[src/hw/rtl/ptse_pkg.sv]
// Shared types and constants of the price trend signal engine.
// No dependencies; every other file of the block imports this package.
`default_nettype none

package ptse_pkg;

  localparam int PRICE_W    = 32;
  localparam int CFG_DATA_W = 5;
  localparam int CFG_IDX_W  = 1;
  localparam int MODE_W     = 2;
  localparam int TREND_LEN  = 3;

  typedef logic signed [PRICE_W-1:0] price_t;
  typedef logic [CFG_DATA_W-1:0]     cfg_data_t;
  typedef logic [CFG_IDX_W-1:0]      cfg_idx_t;
  typedef logic [MODE_W-1:0]         mode_t;

  localparam cfg_idx_t REG_STRATEGY_MODE = 1'd0;
  localparam cfg_idx_t REG_WINDOW_LENGTH = 1'd1;

  localparam mode_t MODE_TREND    = 2'd0;
  localparam mode_t MODE_AVERAGE  = 2'd1;
  localparam mode_t MODE_BREAKOUT = 2'd2;

  localparam mode_t     MODE_RESET = MODE_TREND;
  localparam cfg_data_t WLEN_RESET = 5'd3;

  localparam price_t PRICE_MIN = {1'b1, {(PRICE_W-1){1'b0}}};
  localparam price_t PRICE_MAX = {1'b0, {(PRICE_W-1){1'b1}}};

endpackage

`default_nettype wire

[src/hw/rtl/ptse_cell.sv]
// One history cell: holds one previous price and, inside the window, folds it
// into the sum/max/min transaction token passing by. Depends on ptse_pkg.
`default_nettype none

module ptse_cell #(
  parameter int IDX   = 0,
  parameter int LEN_W = 5,
  parameter int SUM_W = 38
) (
  input  wire logic                    clk,
  input  wire logic                    rst,
  input  wire logic                    shift,
  input  wire ptse_pkg::price_t        price_in,
  output ptse_pkg::price_t             price,
  input  wire logic [LEN_W-1:0]        len,
  input  wire logic                    tok_valid_in,
  input  wire logic signed [SUM_W-1:0] tok_sum_in,
  input  wire ptse_pkg::price_t        tok_max_in,
  input  wire ptse_pkg::price_t        tok_min_in,
  output logic                         tok_valid_out,
  output logic signed [SUM_W-1:0]      tok_sum_out,
  output ptse_pkg::price_t             tok_max_out,
  output ptse_pkg::price_t             tok_min_out
);
  import ptse_pkg::*;

  logic in_window;

  assign in_window = LEN_W'(IDX) < len;

  always_ff @(posedge clk) begin
    if (shift) begin
      price <= price_in;
    end
  end

  always_ff @(posedge clk) begin
    if (rst) begin
      tok_valid_out <= 1'b0;
    end else begin
      tok_valid_out <= tok_valid_in;
    end
  end

  always_ff @(posedge clk) begin
    if (in_window) begin
      tok_sum_out <= tok_sum_in + SUM_W'(price);
      tok_max_out <= (price > tok_max_in) ? price : tok_max_in;
      tok_min_out <= (price < tok_min_in) ? price : tok_min_in;
    end else begin
      tok_sum_out <= tok_sum_in;
      tok_max_out <= tok_max_in;
      tok_min_out <= tok_min_in;
    end
  end

endmodule

`default_nettype wire

[config.mk]
export PLATFORM = sky130hd
export DESIGN_NAME = ptse_cell
export DESIGN_NICKNAME = d
export VERILOG_FILES = /design/src/hw/rtl/ptse_pkg.sv /design/src/hw/rtl/ptse_cell.sv
export SDC_FILE = /design/constraint.sdc
export NUM_CORES = 1
export LEC_CHECK = 0
export BUFFER_PORTS_ARGS = -buffer_cell sky130_fd_sc_hd__buf_2
export CAP_MARGIN = 30
export CORE_MARGIN = 2
export CORE_UTILIZATION = 50
export DETAILED_ROUTE_END_ITERATION = 8
export PLACE_DENSITY = 0.8
export SLEW_MARGIN = 0
export SYNTH_ARGS = -nofsm -noshare
export SYNTH_HDL_FRONTEND = slang
export SYNTH_SLANG_ARGS = --single-unit
[constraint.sdc]
create_clock -name clk -period 3.8 [get_ports clk]
set_clock_uncertainty 0.05 [all_clocks]
set_input_delay 0.19 -clock clk [delete_from_list [all_inputs] [get_ports clk]]
set_output_delay 0.19 -clock clk [all_outputs]
set_load 0.03 [all_outputs]
Word level (Yosys, flattened, before mapping)
Index checks and enable logic that the tools add are counted.
{"block": "word_totals", "ff_bits": 135, "inputBits": 143, "output_inout_bits": 135}
{"block": "classes", "n_addsub": 1, "order_cmp": 3, "muxes": 5}
{"operator": "two-way mux 32 bit", "n": 4}
{"operator": "adder 38 x 32 -> 38 bit", "n": 1}
{"operator": "two-way mux 38 bit", "n": 1}
{"operator": "greater-than comparator 32 bit", "n": 1}
{"operator": "less-than comparator 32 bit", "n": 1}
{"operator": "less-than comparator 1 x 5 -> 1 bit, first input constant", "n": 1}

Longest topological paths before layout
Gate-level depths: netlist (run 1).
{"block": "depth", "ltp_word": 3, "depth_mapped": 12, "mapped_depth_nobuf": 11}

Least setup slack after synthesis (run 1)
OpenSTA, ideal clock, no wires.
{"block": "synth_path", "kind": "register -> register", "startpoint": "register price[9]", "endpoint": "register tok_min_out[10]", "arrival_ps": 2772, "t_required_ps": 3629, "slack_ps": 857, "stages_incl_launch_ff": 11, "n_path_buf": 1, "period_less_slack_ps": 2943, "path_cell_list": "edfxtp_1 ha_1 a21o_1 a21o_1 a221oi_2 o21ai_1 a221oi_2 o211ai_2 a21oi_4 buf_12 mux2_4"}
{"block": "synth_between", "elab_chain_len": 3}
{"element": "start, declared", "line": "ptse_cell.sv:14", "text": "output ptse_pkg::price_t price,"}
{"element": "start signal, assigned", "line": "ptse_cell.sv:33", "text": "price <= price_in;"}
{"element": "less-than comparator 32 bit", "line": "ptse_cell.sv:49", "text": "tok_min_out <= (price < tok_min_in) ? price : tok_min_in;"}
{"element": "two-way mux 32 bit", "line": "ptse_cell.sv:49"}
{"element": "two-way mux 32 bit", "line": "ptse_cell.sv:46", "text": "if (in_window) begin"}
{"element": "end signal, assigned", "line": "ptse_cell.sv:49"}
{"element": "end signal, assigned", "line": "ptse_cell.sv:53", "text": "tok_min_out <= tok_min_in;"}
{"element": "end, declared", "line": "ptse_cell.sv:23", "text": "output ptse_pkg::price_t tok_min_out"}
No other way between the ends.
A chain may end at the register's enable or synchronous reset.

Worst setup path in the final report (run 1)
{"block": "layout_path", "startpoint": "register price[9]", "endpoint": "register tok_min_out[21]"}
The elaborated chain is that of the path after synthesis.

==> qor_table.md, run 1 <==
| Group | Parameter | Reported |
| --- | --- | --- |
| synth | Synth Net Count | 1055 |
| global route | Number of antenna violations at the first check in global routing | 1 |
| clocking | Clock tree sinks | 135 |
| clocking | Post-CTS clock slew at the launch and capture registers of the worst setup and hold paths | 0.06 ns |
| critical path | CP cell instances | ha_1 -> a21o_1 -> a21o_1 -> a221oi_2 -> o21ai_1 -> a221oi_2 -> o211ai_2 -> a21oi_4 -> buf_12 -> mux2_4 |
| critical path | Critical path startpoint category | flop |
| clocking | Number of levels the H-tree was split into | 4 |
| clocking | Number of instances resized during post-cts repair | 0 |
| power | Clock network fraction of total power | 29.0% |
| clocking | CTS Buf Count | 17 |
| power | Net switching share of the total power | 36.38% |
| clocking | CTS root buf | clkbuf_16 |
| die | Initial core utilization | 51.07% |
| timing | RSZ-0062 raised after global routing | false |
| synth | Number of different library cells in the post-synthesis netlist | 67 |
| power | Sequential power share | 33.6% |
| cells and area | Fraction of layout cells with a size suffix above 1 | 32.11% |
| timing | Final worst-path cycle share | 89.23% |
| timing | Tightest hold margin | 0.008632 ns |
| detailed routing | Number of design rule violations left after detail routing | 0 |
| global route | Global-route usage over all layers | 30.42% |
| critical path | Largest driver fanout on the critical path | 20 |
| synth | Largest family of logic cells by synthesized area | compound AO/OA/AOI/OAI gates |
| placement | Half-perimeter wire length after detailed placement | 17.16 mm |
| critical path | Slowest cell on the critical path | edfxtp_1 |
| cells and area | Layout Nets | 1461 |
| clocking | Post-cts hold buffer count | 130 |
| critical path | Critical Path Source | price[9] |
| synth | Mapped Area | 8083 um^2 |
| power | Worst-case vdd ir drop | 0.3679 mV |
| timing | Worst Tran Pin Value | 0.9487 ns |
| critical path | Critical Path Sink Type | flop |
| worst hold path | Hold_sp | tok_sum_in[32] |
| detailed routing | Post-detailed-route via-to-cell ratio | 5.393 |
| global route | First-pass GRT wire length | 41.58 mm |
| die | Die width | 131.1 um |
| die | Height of the chip | 131.1 um |
| detailed routing | TritonRoute pass-1 iters | 5 |
| synth | Register bit total from synthesis | 135 |
| timing | Finish-stage setup viols | 0 |
| placement | Count of buffers from port buffering | 277 |
| cells and area | Most common library cell in the layout ignoring fill and taps | buf_2 |
| timing | Top achievable clock speed | 0.2949 GHz |
| power | Leakage power figure | 5.697 nW |
| die | Placeable core region | 15830 um^2 |
| synth | Asr flop ratio synth | 0% |
| synth | Post-synthesis cell type with the largest combined area | dfxtp_1 |
| synth | Area share of the largest cell type after synthesis | 25.51% |
| status | Run status | complete, no violations |
| detailed routing | Detail Route Antenna Nets | 0 |
| synth | Arithmetic-cell share of the synthesized area counting full adders, half adders and majority gates | 15.73% |
| critical path | Arrival time of data at the critical path endpoint | 3.66 ns |
| placement | Worst-case setup slack after placement | 0.5161 ns |
| critical path | Required time of the critical path | 4.07 ns |
| synth | Share of synthesized area spent on multiplexers | 10.43% |
| global route | Total overflow reported by the global router | 0 |
| critical path | Biggest cell delay along the critical path | 0.46 ns |
| timing | Final hold violations | 0 |
| synth | Simple-gate area share of the yosys netlist | 9.938% |
| placement | Final Wtd Congestion | 0.8423 |
| clocking | Worst skew pair latency | 0.44 ns |
| synth | Top flip-flop cell by instance count after synthesis | dfxtp_1 |
| critical path | Critical path start-end classification | flop to flop |
| global route | Largest net degree at the start of global routing | 34 |
| clocking | Maximum count of clock buffers along a single path | 2 |
| cells and area | Most frequent cells in the layout | buf_2, dlygate4sd3_1, dfxtp_1, ha_1, a21oi_1 |
| timing | Setup TNS | 0 ns |
| cells and area | Area Overhead vs Synth | 42.21% |
| clocking | CTS tree | built |
| timing | Final Max Tran Viols | 0 |
| power | Relative contribution of combinational cells to total power | 37.5% |
| synth | Biggest area contributors in the synthesized netlist | dfxtp_1, ha_1, edfxtp_1 |
| die | IO Count | 278 |
| timing | Relative slew slack | 36.60% |
| synth | Share of the yosys chip area belonging to registers | 37.40% |
| synth | Cells after Synth | 811 |
| detailed routing | Drt wl/cell | 18.14 um |
| synth | Area share of xor/xnor cells in the synthesized design | 3.576% |
| detailed routing | Drt initial violations | 413 |
| power | P_sw | 0.002010 W |
| die | Cell Rows | 46 |
| detailed routing | DR vias | 7803 |
| power | Internal cell power | 0.003515 W |
| timing | Worst path setup slack after routing | 0.4094 ns |
| die | DIE AREA | 17200 um^2 |
| synth | Synthesis Warnings | 0 |
| synth | EDFF count, synth | 32 |
| worst hold path | Worst Hold Class | input port to flop |
| synth | Syn avg cell area | 9.966 um^2 |
| power | Pwr per Cell Area | 480.7 nW/um^2 |
| critical path | Worst reg-to-reg setup slack | 0.41 ns |
| timing | Post-route minimum period | 3.391 ns |
| detailed routing | Final routed wirelength across all metal layers | 26.25 mm |
| job | Maximum Capacitance Violations | 0 |
| clocking | Number of setup buffers added after CTS | 0 |
| synth | Synthesized-area fraction occupied by ao, oa, aoi and oai cells | 17.38% |
| global route | Via count of the first global-routing pass | 8178 |
| critical path | Start of the worst register-to-register path | price[9] |
==> registers in the layout (all words and copies together), names as in the netlist <==
| name | count |
|---|---|
| tok_max_out | 32 |
| tok_min_out | 32 |
| price | 32 |
| tok_sum_out | 38 |
| tok_valid_out | 1 |
==> cell usage after synthesis, types with 13 or more instances <==
cell type	count
nor2_1	43
mux2_2	34
a21o_1	41
mux2_4	30
xnor2_1	20
xor2_1	13
edfxtp_1	32
a21oi_1	78
o21ai_0	34
nand4_1	22
dfxtp_1	103
nand2_1	48
clkbuf_1	15
inv_1	76
ha_1	100
==> metrics by stage <==
stage | cells | utilization, % | cell area [um^2] | total power [W]
finish | 1447 | 72.62 | 11490 | 0.005525
floorplan | 811 | - | 8083 | 0.003233
global placement | 1284 | 60.82 | 9627 | 0.003748
global route | 1447 | 72.62 | 11490 | 0.005759
detailed placement | 1284 | 60.82 | 9627 | 0.003781
CTS | 1446 | 72.61 | 11490 | 0.005477
==> layer usage <==
| metal | wire length, um | part of all wire [%] | GRT usage, % | up-vias |
|---|---|---|---|---|
| met3 | 1753 | 6.7 | 7.909 | 104 |
| met4 | 1206 | 4.6 | 15.76 | 0 |
| met2 | 13000 | 50 | 53.30 | 378 |
| li1 | - | - | - | 3733 |
| met5 | 0 | 0 | 0 | - |
| met1 | 10300 | 39 | 34.01 | 3588 |
==> critical path: cells and delay by family, from the launching register on <==
kind / cells / cell delay [ns]
buffers and inverters: 1 / 0.27
adder cells (fa/ha/maj): 1 / 0.35
AO/OA/AOI/OAI: 7 / 1.79
flip-flops: 1 / 0.46
multiplexers: 1 / 0.32
==> power groups by stage <==
stage / Clock, W / Sequential [W] / Combinational, W
global route: 0.00167 / 0.00188 / 0.00220
global placement: 0 / 0.00187 / 0.00188
finish: 0.00160 / 0.00186 / 0.00207
detailed placement: 0 / 0.00187 / 0.00191
CTS: 0.00160 / 0.00184 / 0.00203
floorplan: 0 / 0.00238 / 0.000850
==> path summary, 6_finish.rpt <==
| kind | depth (start not counted) | to |
|---|---|---|
| max reg2reg | 10 | tok_min_out[21] |
| min | 3 | tok_sum_out[32] |
| max | 10 | tok_min_out[21] |
| min reg2reg | 1 | tok_min_out[9] |
==> cells by family after synthesis <==
kind of cell / after synthesis
AOI/OAI and AO/OA: 215
and+or+nand+nor: 161
DFF: 135
buffers and inverters: 101
adders and majority gates: 101
muxes: 65
xor gates and xnor gates: 33
==> area by class of cell <==
| class | count | area [um^2] |
|---|---|---|
| clock buffers | 24 | 493.0 |
| inverters | 76 | 285.3 |
| repair buffers | 412 | 2738 |
| diodes | 1 | 2.502 |
| clock inverters | 8 | 71.32 |
| flip-flops and latches | 135 | 3023 |
| multi-input cells | 575 | 4612 |
| well taps | 216 | 270.3 |
| fillers | 1043 | 4333 |
(Power assumes the default switching activity.)
==> inputs of run 2 (changes only) <==
CORE_UTILIZATION = 51   (was 50)
PLACE_DENSITY = 0.81   (was 0.8)
==> qor_table.md, run 2 (synthesis gave the netlist of run 1 again) <==
| Group | Parameter | Reported | Delta |
| --- | --- | --- | --- |
| status | Run status | complete, no violations | unchanged |
| critical path | Arrival time of data at the critical path endpoint | 3.65 ns | was 3.66 ns |
| cells and area | Register containing the most flip-flops in the final layout | tok_sum_out | unchanged |
| die | IO Count | 278 | unchanged |
| clocking | Maximum count of clock buffers along a single path | 2 | unchanged |
| critical path | Critical path start-end classification | flop to flop | unchanged |
| timing | Final Max Tran Viols | 0 | unchanged |
| detailed routing | Number of design rule violations left after detail routing | 0 | unchanged |
| global route | Total overflow reported by the global router | 0 | unchanged |
| timing | Finish-stage setup viols | 0 | unchanged |
| timing | Top achievable clock speed | 0.2949 GHz | about the same |
| cells and area | Layout Nets | 1464 | was 1461 |
| timing | Final hold violations | 0 | unchanged |
| clocking | CTS root buf | clkbuf_16 | unchanged |
| cells and area | Max FFs per register | 38 | unchanged |
| timing | Worst path setup slack after routing | 0.4092 ns | was 0.4094 ns |
| critical path | Critical Path Source | price[9] | unchanged |
| clocking | Number of levels the H-tree was split into | 4 | unchanged |
| clocking | Post-CTS clock slew at the launch and capture registers of the worst setup and hold paths | 0.06 ns | about the same |
| cells and area | Fraction of layout cells with a size suffix above 1 | 32.28% | was 32.11% |
| detailed routing | DR vias | 7888 | was 7803 |
| worst hold path | Worst Hold Class | input port to flop | unchanged |
| clocking | CTS Buf Count | 17 | unchanged |
| global route | First-pass GRT wire length | 40.60 mm | was 41.58 mm |
| power | Leakage power figure | 5.729 nW | was 5.697 nW |
| global route | Via count of the first global-routing pass | 8118 | was 8178 |
| timing | RSZ-0062 raised after global routing | false | unchanged |
| timing | Tightest hold margin | 0.01906 ns | was 0.008632 ns |
| clocking | Clock tree sinks | 135 | unchanged |
| power | Worst-case vdd ir drop | 0.3839 mV | was 0.3679 mV |
| job | Maximum Capacitance Violations | 0 | unchanged |
| clocking | Number of setup buffers added after CTS | 0 | unchanged |
| critical path | Required time of the critical path | 4.06 ns | was 4.07 ns |
| die | Initial core utilization | 51.44% | was 51.07% |
| critical path | Largest driver fanout on the critical path | 11 | was 20 |
| detailed routing | Drt initial violations | 473 | was 413 |
| die | DIE AREA | 16870 um^2 | was 17200 um^2 |
| placement | Half-perimeter wire length after detailed placement | 17.37 mm | was 17.16 mm |
| critical path | Cells on worst reg2reg path | 10 | unchanged |
| cells and area | Final Non-Filler Cells | 1450 | was 1447 |
| critical path | Critical R2R Capture | tok_min_out[26] | was tok_min_out[21] |
| critical path | Critical path startpoint category | flop | unchanged |
| global route | Number of antenna violations at the first check in global routing | 1 | unchanged |
| global route | Global-route usage over all layers | 31.34% | was 30.42% |
| timing | Relative slew slack | 36.88% | was 36.60% |
| timing | Final worst-path cycle share | 89.23% | about the same |
| global route | Largest net degree at the start of global routing | 33 | was 34 |
| die | Placeable core region | 15710 um^2 | was 15830 um^2 |
| detailed routing | Drt wl/cell | 18.38 um | was 18.14 um |
| critical path | Critical Path Sink Type | flop | unchanged |
| placement | Count of placed standard cells including taps | 1285 | was 1284 |
| critical path | Worst setup path endpoint | tok_min_out[26] | was tok_min_out[21] |
| die | Die width | 129.9 um | was 131.1 um |
| timing | Setup TNS | 0 ns | unchanged |
| cells and area | Area Overhead vs Synth | 42.86% | was 42.21% |
| detailed routing | Post-detailed-route via-to-cell ratio | 5.440 | was 5.393 |
| placement | Final Wtd Congestion | 0.8631 | was 0.8423 |
| cells and area | Most common library cell in the layout ignoring fill and taps | buf_2 | unchanged |
| die | Cell Rows | 46 | unchanged |
| critical path | Worst reg-to-reg setup slack | 0.41 ns | about the same |
| die | Height of the chip | 129.9 um | was 131.1 um |
| timing | Worst Tran Pin Value | 0.9445 ns | was 0.9487 ns |
| cells and area | Most frequent cells in the layout | buf_2, dlygate4sd3_1, dfxtp_1, ha_1, a21oi_1 | unchanged |
| detailed routing | TritonRoute pass-1 iters | 5 | unchanged |
| detailed routing | Detail Route Antenna Nets | 0 | unchanged |
| placement | Count of buffers from port buffering | 277 | unchanged |
| placement | Worst-case setup slack after placement | 0.4991 ns | was 0.5161 ns |
| detailed routing | Final routed wirelength across all metal layers | 26.65 mm | was 26.25 mm |
| power | Pwr per Cell Area | 481.2 nW/um^2 | was 480.7 nW/um^2 |
| timing | Post-route minimum period | 3.391 ns | about the same |
| critical path | Start of the worst register-to-register path | price[9] | unchanged |
| clocking | Worst skew pair latency | 0.43 ns | was 0.44 ns |
| clocking | CTS tree | built | unchanged |
==> run 2: cell types whose count changed in the layout (fill, tap and decap cells not counted), sizes merged <==
cell | previous run | this run
dlygate4sd3 | 130 | 131
clkinv | 6 | 7
clkinvlp | 1 | 0
buf | 282 | 284
==> run 2: per-layer routing <==
metal | GRT usage [%] | vias to the layer above | part of all wire (%)
li1 | - | 3731 | -
met1 | 34.21 | 3744 | 39
met2 | 55.87 | 336 | 51
met3 | 8.200 | 77 | 6.2
met4 | 16.38 | 0 | 4.0
met5 | 0 | - | 0
==> run 2: through the flow <==
| step | utilization, % | instance area, um^2 | total power (W) |
|---|---|---|---|
| 2_1_floorplan | - | 8083 | 0.003233 |
| 3_3_place_gp | 61.32 | 9634 | 0.003745 |
| 3_5_place_dp | 61.32 | 9634 | 0.003782 |
| 4_1_cts | 73.30 | 11520 | 0.005512 |
| 5_1_grt | 73.49 | 11550 | 0.005797 |
| 6_report | 73.49 | 11550 | 0.005557 |
==> run 2: report_power, final <==
part	internal (W)	switching, W	leakage, nW
sequential	0.00173	0.000115	1.18
clock	0.000986	0.000646	0.289
combinational	0.000817	0.00126	4.26
==> run 2: what timing repair did <==
| action | 4_1_cts | 5_1_grt |
|---|---|---|
| hold buffers | 131 | 0 |
| gates resized for setup | 0 | 0 |
| endpoints found under the hold margin | 130 | 0 |
==> run 2: worst min-delay path by stage <==
stage                        start         endpoint  slack, ns  cells after the start
floorplan                      rst    tok_valid_out       0.21                      1
global placement               rst    tok_valid_out       0.29                      2
detailed placement             rst    tok_valid_out       0.30                      2
CTS                 tok_sum_in[20]  tok_sum_out[20]     0.0005                      3
global route         tok_sum_in[3]   tok_sum_out[3]       0.02                      3
finish               tok_sum_in[7]   tok_sum_out[7]       0.02                      3
==> run 2: critical path: stages (launching register included) <==
cell      delay [ns]
edfxtp_1        0.47
ha_1            0.37
a21o_1          0.21
a21o_1          0.20
a221oi_2        0.26
o21ai_1         0.12
a221oi_2        0.38
o211ai_2        0.14
a21oi_4         0.39
buf_4           0.35
mux2_4          0.33
==> run 2: layout make-up <==
type	count	area, um^2
Antenna cell	1	2.502
Clock buffer	24	503.0
Clock inverter	8	68.82
Fill cell	1073	4165
Inverter	76	285.3
Multi-Input combinational cell	575	4612
Sequential cell	135	3023
Tap cell	216	270.3
Timing Repair Buffer	415	2783
